### src/design/assert_macros.svh
// Assertion helper macros shared by the capture-to-mark/space RTL.
// Each macro assumes clk_i and rst_ni exist in the including module.
`ifndef ASSERT_MACROS_SVH
`define ASSERT_MACROS_SVH

// Check a property on every rising clock edge outside reset.
`define ICMS_ASSERT(lbl, prop, msg) \
  lbl: assert property (@(posedge clk_i) disable iff (!rst_ni) prop) else $error(msg);

// Check that a condition never holds outside reset.
`define ICMS_ASSERT_NEVER(lbl, cond, msg) \
  `ICMS_ASSERT(lbl, !(cond), msg)

`endif

### src/design/icms_pkg.sv
// Shared types and constants for the IR capture to mark/space converter.
// No dependencies; used by icms_div and ir_capture_to_mark_space.
package icms_pkg;

  // Divider operand widths
  localparam int unsigned NumW = 32;
  localparam int unsigned DenW = 16;

  // Input beat kinds carried on tuser
  localparam logic ACT_INTERVAL = 1'b0;
  localparam logic ACT_FINISH   = 1'b1;

  // Interval classification limits (48 MHz ticks)
  localparam logic [31:0] PULSE_LO  = 32'd700;
  localparam logic [31:0] PULSE_HI  = 32'd1429;
  localparam logic [31:0] LONG_GAP  = 32'd9600;

  // Conversion constants
  localparam logic [31:0] STOP_MARK   = 32'd100000;
  localparam logic [19:0] US_PER_SEC  = 20'd1000000;
  localparam logic [31:0] HALF_SEC_US = 32'd500000;
  localparam logic [15:0] TICKS_PER_US = 16'd48;
  localparam logic [9:0]  US_PER_MS   = 10'd1000;
  localparam logic [15:0] CARRIER_HZ_RST = 16'd38000;

  // ticks/48 as (ticks * TICK_RECIP) >> TICK_SHIFT, exact for 16-bit ticks
  localparam logic [15:0] TICK_RECIP = 16'd43691;
  localparam int unsigned TICK_SHIFT = 21;

  // Request to the shared divider
  typedef struct packed {
    logic              start;
    logic [NumW-1:0]   dividend;
    logic [DenW-1:0]   divisor;
  } div_req_t;

  // Status and result from the shared divider
  typedef struct packed {
    logic              busy;
    logic              done;
    logic [NumW-1:0]   quotient;
  } div_rsp_t;

endpackage

### src/design/icms_div.sv
// Restoring divider, 32-bit dividend by 16-bit divisor, one quotient bit per cycle.
// Depends on icms_pkg (request/response structs) and assert_macros.svh.
`include "assert_macros.svh"

module icms_div (
  input  logic              clk_i,
  input  logic              rst_ni,
  input  icms_pkg::div_req_t req_i,
  output icms_pkg::div_rsp_t rsp_o
);
  import icms_pkg::*;

  logic              busy_q, busy_d;
  logic              done_q, done_d;
  logic [4:0]        cnt_q, cnt_d;
  logic [NumW-1:0]   quo_q, quo_d;
  logic [DenW-1:0]   rem_q, rem_d;
  logic [DenW-1:0]   den_q, den_d;
  logic [DenW:0]     rem_sh;
  logic              ge;

  // One restoring step: shift in the next dividend bit, try to subtract
  always_comb begin
    rem_sh = {rem_q, quo_q[NumW-1]};
    ge     = (rem_sh >= {1'b0, den_q});
    busy_d = busy_q;
    done_d = 1'b0;
    cnt_d  = cnt_q;
    quo_d  = quo_q;
    rem_d  = rem_q;
    den_d  = den_q;
    if (busy_q) begin
      quo_d = {quo_q[NumW-2:0], ge};
      rem_d = ge ? DenW'(rem_sh - {1'b0, den_q}) : rem_sh[DenW-1:0];
      cnt_d = cnt_q + 5'd1;
      if (cnt_q == 5'(NumW - 1)) begin
        busy_d = 1'b0;
        done_d = 1'b1;
      end
    end else if (req_i.start) begin
      busy_d = 1'b1;
      cnt_d  = '0;
      quo_d  = req_i.dividend;
      rem_d  = '0;
      den_d  = req_i.divisor;
    end
  end

  // Control state
  always_ff @(posedge clk_i or negedge rst_ni) begin
    if (!rst_ni) begin
      busy_q <= 1'b0;
      done_q <= 1'b0;
      cnt_q  <= '0;
    end else begin
      busy_q <= busy_d;
      done_q <= done_d;
      cnt_q  <= cnt_d;
    end
  end

  // Datapath
  always_ff @(posedge clk_i) begin
    quo_q <= quo_d;
    rem_q <= rem_d;
    den_q <= den_d;
  end

  assign rsp_o.busy     = busy_q;
  assign rsp_o.done     = done_q;
  assign rsp_o.quotient = quo_q;

  `ICMS_ASSERT_NEVER(a_no_start_busy, req_i.start && busy_q, "divider started while busy")
  `ICMS_ASSERT(a_done_pulse, done_q |=> !done_q, "divider done held longer than one cycle")
  `ICMS_ASSERT(a_done_after_busy, done_q |-> $past(busy_q), "divider done without a run")

endmodule

### src/design/ir_capture_to_mark_space.sv
// Top level: converts captured IR edge intervals into mark/space table entries.
// Depends on icms_pkg, icms_div and assert_macros.svh.
//
//   channel   dir  beat contents (low bit first)
//   s_axis    in   tdata[31:0] raw_interval, tuser[0] action
//   m_axis    out  tdata[7:0] slot_index, tdata[39:8] duration_us, tlast is_last
//   cfg       in   cfg_wdata_i[15:0] carrier_hz, written when cfg_we_i is high
//
// Carrier pulses, ignored intervals and long gaps on a full table leave the
// sequencer idle. A long gap first forms the measured gap (ticks/48 by reciprocal
// multiply), then makes two passes through the shared serial divider (half
// period, burst length) and emits one beat per cycle while the output is free.
// A finish item makes one divider pass with a pending burst, none without.
// Each emit state holds until the one-beat output register is free; the next
// item is taken while the last beat waits. Reset clears counters, sequencer
// and output valid; carrier_hz returns to 38000.
`include "assert_macros.svh"

module ir_capture_to_mark_space #(
  parameter int unsigned TABLE_DEPTH = 256
) (
  input  logic        clk_i,
  input  logic        rst_ni,
  input  logic        s_axis_tvalid_i,
  output logic        s_axis_tready_o,
  input  logic [31:0] s_axis_tdata_i,   // [31:0] raw_interval
  input  logic        s_axis_tuser_i,   // [0] action
  output logic        m_axis_tvalid_o,
  input  logic        m_axis_tready_i,
  output logic [39:0] m_axis_tdata_o,   // [7:0] slot_index, [39:8] duration_us
  output logic        m_axis_tlast_o,
  input  logic        cfg_we_i,
  input  logic [15:0] cfg_wdata_i
);
  import icms_pkg::*;

  localparam int unsigned EntW = $clog2(TABLE_DEPTH + 1);
  localparam logic [EntW-1:0] DEPTH_E   = EntW'(TABLE_DEPTH);
  localparam logic [EntW-1:0] LAST_SLOT = EntW'(TABLE_DEPTH - 1);

  // Sequencer codes
  localparam logic [2:0] S_IDLE       = 3'd0;
  localparam logic [2:0] S_MEAS       = 3'd1;
  localparam logic [2:0] S_HALF_DIV   = 3'd2;
  localparam logic [2:0] S_BURST_DIV  = 3'd3;
  localparam logic [2:0] S_EMIT_BURST = 3'd4;
  localparam logic [2:0] S_EMIT_GAP   = 3'd5;
  localparam logic [2:0] S_EMIT_STOP  = 3'd6;

  logic [2:0]      state_q, state_d;
  logic [EntW-1:0] entry_q, entry_d;
  logic [11:0]     pulse_q, pulse_d;
  logic [15:0]     hz_q;
  logic            fin_q, fin_d;
  logic [15:0]     ms_q, ms_d;
  logic [15:0]     ticks_q, ticks_d;
  logic [31:0]     prod_q, prod_d;
  logic [26:0]     meas_q, meas_d;
  logic [31:0]     gap_q, gap_d;
  logic [31:0]     burst_q, burst_d;

  logic            out_valid_q, out_valid_d;
  logic [7:0]      out_slot_q, out_slot_d;
  logic [31:0]     out_dur_q, out_dur_d;
  logic            out_last_q, out_last_d;

  logic            accept;
  logic            out_free;
  logic            is_pulse;
  logic            is_long;
  logic [31:0]     burst_num;
  logic [31:0]     tick_prod;
  logic [10:0]     tick_us;
  div_req_t        div_req;
  div_rsp_t        div_rsp;

  icms_div u_div (
    .clk_i  (clk_i),
    .rst_ni (rst_ni),
    .req_i  (div_req),
    .rsp_o  (div_rsp)
  );

  assign s_axis_tready_o = (state_q == S_IDLE);
  assign accept   = s_axis_tvalid_i && s_axis_tready_o;
  assign out_free = !out_valid_q || m_axis_tready_i;
  assign is_pulse = (s_axis_tdata_i > PULSE_LO) && (s_axis_tdata_i < PULSE_HI);
  assign is_long  = (s_axis_tdata_i > LONG_GAP);

  // Burst numerator: pulse count times one million, at most 4095000000
  assign burst_num = {20'd0, pulse_q} * {12'd0, US_PER_SEC};

  // Ticks to microseconds by reciprocal multiply
  assign tick_prod = {16'd0, ticks_q} * {16'd0, TICK_RECIP};
  assign tick_us   = tick_prod[TICK_SHIFT +: 11];

  // Sequencer: classify the beat, drive the divider, emit table entries
  always_comb begin
    state_d     = state_q;
    entry_d     = entry_q;
    pulse_d     = pulse_q;
    fin_d       = fin_q;
    ms_d        = ms_q;
    ticks_d     = ticks_q;
    prod_d      = prod_q;
    meas_d      = meas_q;
    gap_d       = gap_q;
    burst_d     = burst_q;
    out_valid_d = out_valid_q && !m_axis_tready_i;
    out_slot_d  = out_slot_q;
    out_dur_d   = out_dur_q;
    out_last_d  = out_last_q;
    div_req     = '0;

    unique case (state_q)
      S_IDLE: begin
        if (accept) begin
          prod_d  = burst_num;
          ms_d    = s_axis_tdata_i[31:16];
          ticks_d = s_axis_tdata_i[15:0];
          if (s_axis_tuser_i == ACT_FINISH) begin
            // Finish: flush a pending burst, then the stop marker
            fin_d   = 1'b1;
            pulse_d = '0;
            if ((entry_q < DEPTH_E) && (pulse_q != '0)) begin
              div_req.start    = 1'b1;
              div_req.dividend = burst_num;
              div_req.divisor  = hz_q;
              state_d          = S_BURST_DIV;
            end else begin
              state_d = S_EMIT_STOP;
            end
          end else if (is_pulse) begin
            // Count a carrier pulse, saturating
            if (pulse_q != '1) begin
              pulse_d = pulse_q + 12'd1;
            end
          end else if (is_long) begin
            fin_d   = 1'b0;
            pulse_d = '0;
            if (entry_q < LAST_SLOT) begin
              state_d = S_MEAS;
            end
          end
        end
      end
      S_MEAS: begin
        meas_d = 27'(ms_q) * 27'(US_PER_MS) + 27'(tick_us);
        div_req.start    = 1'b1;
        div_req.dividend = HALF_SEC_US;
        div_req.divisor  = hz_q;
        state_d          = S_HALF_DIV;
      end
      S_HALF_DIV: begin
        if (div_rsp.done) begin
          gap_d = ({5'd0, meas_q} > div_rsp.quotient) ?
                  ({5'd0, meas_q} - div_rsp.quotient) : 32'd0;
          div_req.start    = 1'b1;
          div_req.dividend = prod_q;
          div_req.divisor  = hz_q;
          state_d          = S_BURST_DIV;
        end
      end
      S_BURST_DIV: begin
        if (div_rsp.done) begin
          burst_d = div_rsp.quotient;
          state_d = S_EMIT_BURST;
        end
      end
      S_EMIT_BURST: begin
        if (out_free) begin
          out_valid_d = 1'b1;
          out_slot_d  = 8'(entry_q);
          out_dur_d   = burst_q;
          out_last_d  = 1'b0;
          entry_d     = entry_q + EntW'(1);
          state_d     = fin_q ? S_EMIT_STOP : S_EMIT_GAP;
        end
      end
      S_EMIT_GAP: begin
        if (out_free) begin
          out_valid_d = 1'b1;
          out_slot_d  = 8'(entry_q);
          out_dur_d   = gap_q;
          out_last_d  = 1'b1;
          entry_d     = entry_q + EntW'(1);
          state_d     = S_IDLE;
        end
      end
      S_EMIT_STOP: begin
        if (out_free) begin
          // Overwrite the last slot when the table is full
          out_valid_d = 1'b1;
          out_slot_d  = (entry_q < DEPTH_E) ? 8'(entry_q) : 8'(LAST_SLOT);
          out_dur_d   = STOP_MARK;
          out_last_d  = 1'b1;
          entry_d     = '0;
          state_d     = S_IDLE;
        end
      end
      default: begin
        state_d = S_IDLE;
      end
    endcase
  end

  // Control state and configuration register
  always_ff @(posedge clk_i or negedge rst_ni) begin
    if (!rst_ni) begin
      state_q     <= S_IDLE;
      entry_q     <= '0;
      pulse_q     <= '0;
      fin_q       <= 1'b0;
      out_valid_q <= 1'b0;
      hz_q        <= CARRIER_HZ_RST;
    end else begin
      state_q     <= state_d;
      entry_q     <= entry_d;
      pulse_q     <= pulse_d;
      fin_q       <= fin_d;
      out_valid_q <= out_valid_d;
      if (cfg_we_i) begin
        hz_q <= cfg_wdata_i;
      end
    end
  end

  // Working values and output payload
  always_ff @(posedge clk_i) begin
    ms_q       <= ms_d;
    ticks_q    <= ticks_d;
    prod_q     <= prod_d;
    meas_q     <= meas_d;
    gap_q      <= gap_d;
    burst_q    <= burst_d;
    out_slot_q <= out_slot_d;
    out_dur_q  <= out_dur_d;
    out_last_q <= out_last_d;
  end

  assign m_axis_tvalid_o = out_valid_q;
  assign m_axis_tdata_o  = {out_dur_q, out_slot_q};
  assign m_axis_tlast_o  = out_last_q;

  `ICMS_ASSERT_NEVER(a_ready_div_idle, s_axis_tready_o && div_rsp.busy, "ready while divider runs")
  `ICMS_ASSERT(a_mid_beat_followed, (out_valid_q && !out_last_q) |-> (state_q == S_EMIT_GAP || state_q == S_EMIT_STOP), "non-final beat without its follow-up")
  `ICMS_ASSERT(a_entry_range, entry_q <= DEPTH_E, "entry count beyond table depth")

endmodule

### config.mk
export PLATFORM = sky130hd
export DESIGN_NAME = ir_capture_to_mark_space
export DESIGN_NICKNAME = d
export VERILOG_FILES = /design/src/design/icms_pkg.sv /design/src/design/icms_div.sv /design/src/design/ir_capture_to_mark_space.sv
export VERILOG_INCLUDE_DIRS = /design/src /design/src/design
export SDC_FILE = /design/constraint.sdc
export NUM_CORES = 1
export LEC_CHECK = 0
export BUFFER_PORTS_ARGS = -buffer_cell sky130_fd_sc_hd__buf_2
export CAP_MARGIN = 20
export CELL_PAD_IN_SITES_DETAIL_PLACEMENT = 0
export CELL_PAD_IN_SITES_GLOBAL_PLACEMENT = 2
export CORE_MARGIN = 10
export CORE_UTILIZATION = 46
export CTS_CLUSTER_DIAMETER = 30
export DETAILED_ROUTE_END_ITERATION = 6
export GPL_TIMING_DRIVEN = 1
export PLACE_DENSITY = 0.94
export SLEW_MARGIN = 20
export SYNTH_ARGS = -nofsm -noshare
export SYNTH_HDL_FRONTEND = slang
export SYNTH_SLANG_ARGS = --single-unit
### constraint.sdc
create_clock -name clk_i -period 16.2 [get_ports clk_i]
set_input_delay 2.43 -clock clk_i [delete_from_list [all_inputs] [get_ports clk_i]]
set_output_delay 2.43 -clock clk_i [all_outputs]
set_load 0.02 [all_outputs]
==> key figures <==
Global routing
  – Grt ovf: 0
  – Number of global-route vias before repair: 17200
  – Largest net degree at the start of global routing: 63
  – GRT Util Overall: 0.178
  – First-pass GRT wire length: 91100 µm
  – Initial antenna violation count: 1

STA
  – Fmax: ~130 MHz
  – Worst-margin pin slew: between 1 and 1.5 ns
  – Final Setup Violations: 0
  – Final hold vios: 0
  – Clock Skew: roughly 0.044 ns
  – Setup_tns: 0 ns
  – Final period util: 0.479
  – RSZ-0062 raised after global routing: false
  – Post-route minimum period: around 7.8 ns
  – Slew Limit Fails: 0
  – Slew headroom: 0.278

Logic synthesis
  – Most used DFF post-synth: edfxtp_1
  – Post-synth top area cell: edfxtp_1
  – Unique masters post-synth: 79
  – Post-Syn Area per Cell: about 11 µm²
  – Asr flop ratio synth: 0.162
  – Post-synth top area share: 0.314
  – Post-Synthesis Cell Area: approximately 24000 µm²
  – Synthesis warning total: 0
  – Synthesis-stage register bit count: a little over 300
  – Register area share after synthesis: 0.364
  – Post-synth EDFFs: 254
  – Top post-synthesis cells by area: edfxtp_1 31%, ha_1 17%, fa_1 14%
  – Synth Instances: between 2000 and 2500

Setup path
  – R2R Setup Slk: about 8.4 ns
  – CP bufs+invs: 3
  – Crit Path Class: flip-flop to flip-flop
  – CP dominant cell by count: fa_1
  – Crit. End Element: flip-flop
  – Slowest stage delay, CP: 0.55 ns
  – Startpoint types: flip-flop
  – Crit Path Max Fanout: 7
  – Worst Path Required: 16.53 ns
  – Critical R2R Launch: ticks_q[1]
  – Reg2Reg Capture Point: meas_q[25]
  – Worst R2R Path Depth: 29
  – Worst path top cell family by delay: adder cells
  – CP Data Arrival Time: about 8.1 ns
  – Critical path's slowest cell: fa_1

Run status
  – Status: finished, final reports clean

Worst hold path
  – Min-delay src: u_div.quo_q[15]
  – Hold crit path type: flip-flop to flip-flop
  – Hold depth: 0
  – Worst Hold Path EP: burst_q[15]

Drt
  – Total number of vias: approximately 17000
  – # DRC: 0
  – Vias per inst: approximately 5.3
  – Post-route ant nets: 0
  – Drt first pass iters: 5
  – Per-cell routed wire length: around 18 µm
  – Wirelength, routed: 55400 µm
  – Initial DRC Count: between 700 and 800

Floorplanning
  – Core Rows: 84
  – Die Area: 62500 µm²
  – Core area: ~52000 µm²
  – Overall die width: roughly 250 µm
  – Initial Utilization: 0.464
  – IO Count: just under 100
  – Die H: 250 µm

Clock network
  – H-tree depth: 3
  – Clk sinks: roughly 300
  – Setup Fix Bufs, Post-CTS: 0
  – Clock-pin slew on the worst setup and hold paths: around 0.04 ns
  – Worst-case clock buffer depth: 3
  – CTS tree: yes
  – Hold Buf Count CTS: 0
  – Clk Latency, worst-skew pair: 0.60 ns
  – PostCTS Resize Cnt: 0
  – Root buf cell: clkbuf_16
  – Inserted Clock Buffers: 67

Layout
  – Share of post-route cells with drive strength above 1: 0.115
  – Layout Nets: around 2900
  – Most common cell after layout, fill and taps aside: inv_1
  – Area added between synthesis and finish: 14.9%
  – Design Area, Final: ~28000 µm²
  – Most frequent cells in the layout: 352 x inv_1, 322 x ha_1, 254 x edfxtp_1, 170 x fa_1, 114 x nor2_1

Placed design
  – Port Buffers: 96
  – Post-detailed-placement half-perimeter wirelength: 43800 µm
  – GPL Wtd Cong: approximately 0.89
  – Placed inst area: about 26000 µm²

Run
  – Number of max-cap violations: 0
-- per-layer routing --
metal / GRT usage / up-vias / part of all wire
met5: 0 / - / 0
met4: 0.0448 / 0 / 0.017
met3: 0.0352 / 65 / 0.049
met2: 0.287 / 360 / 0.46
met1: 0.243 / 8003 / 0.47
li1: - / 8103 / -
-- layout make-up --
cell class | instances | area, µm²
antenna | 1 | 2.50
clock buffer | 74 | 1730
tap | 688 | 861
sequential | 303 | 8860
inverter | 352 | 1320
timing repair buffer | 109 | 578
clock inverter | 49 | 603
multi-input combinational | 1516 | 14000
fill | 4445 | 24500
-- cell families after synthesis --
| logic type | count (synthesis) | share of synthesized area |
|---|---|---|
| other | 1 | 0.000154 |
| adders and majority gates | 492 | 0.306 |
| AOI/OAI and AO/OA | 431 | 0.121 |
| muxes | 25 | 0.0112 |
| xor gates and xnor gates | 111 | 0.0400 |
| buffers and inverters | 399 | 0.0621 |
| and+or+nand+nor | 455 | 0.0960 |
| DFF | 303 | 0.364 |
-- cell usage after synthesis, types with 5 or more instances --
cell / n
o31ai_1: 11
o21bai_1: 8
o21ai_0: 78
nand4_1: 24
o2111ai_1: 5
a22oi_1: 12
inv_1: 352
and2_1: 32
nor4_1: 10
a31oi_1: 17
ha_1: 322
dfstp_2: 6
a22o_1: 28
nand2b_1: 28
nand2_1: 96
nor2_1: 117
fa_1: 170
nor2b_1: 17
xor2_1: 42
or3_1: 16
mux2i_1: 7
o211ai_1: 13
clkbuf_1: 39
dfrtp_1: 43
o21a_1: 22
nor3_1: 30
nor3b_1: 9
and4_1: 7
nand3_1: 37
and3_1: 8
edfxtp_1: 254
o22ai_1: 21
o22a_1: 12
a21oi_1: 89
or2_2: 7
a21o_1: 38
a221oi_1: 11
mux2_2: 18
xnor2_1: 69
a211oi_1: 15
a211o_1: 6
-- state kept, by name (all words and copies together), names as in the netlist, 16 cells and up --
signal       flops
ticks_q         16
u_div.den_q     16
gap_q           32
u_div.rem_q     16
meas_q          27
out_dur_q       32
prod_q          26
ms_q            16
u_div.quo_q     32
hz_q            16
burst_q         32
-- metrics by stage --
stage / util / setup slack, ns / instances / hold slack [ns]
5_1_grt: 0.533 / 7.70 / 3092 / 0.468
4_1_cts: 0.533 / 8.37 / 3091 / 0.448
6_report: 0.533 / 8.45 / 3092 / 0.451
3_5_place_dp: 0.488 / 8.37 / 2968 / 0.433
2_1_floorplan: - / 9.33 / 2218 / 0.426
3_3_place_gp: 0.488 / 8.54 / 2968 / 0.437
-- how the worst max path moves through the flow --
stage               start    endpoint  slack, ns  cells past startpoint
2_1_floorplan  ticks_q[5]  meas_q[25]       9.33                     28
3_3_place_gp   ticks_q[5]  meas_q[25]       8.54                     28
3_5_place_dp   ticks_q[5]  meas_q[25]       8.37                     28
4_1_cts        ticks_q[1]  meas_q[25]       8.37                     29
5_1_grt        ticks_q[1]  meas_q[25]       7.70                     29
6_report       ticks_q[1]  meas_q[25]       8.45                     29
Power is left out: the tool's default activity adds up to more than one toggle a clock period on the data nets, which glitch-free logic cannot reach.
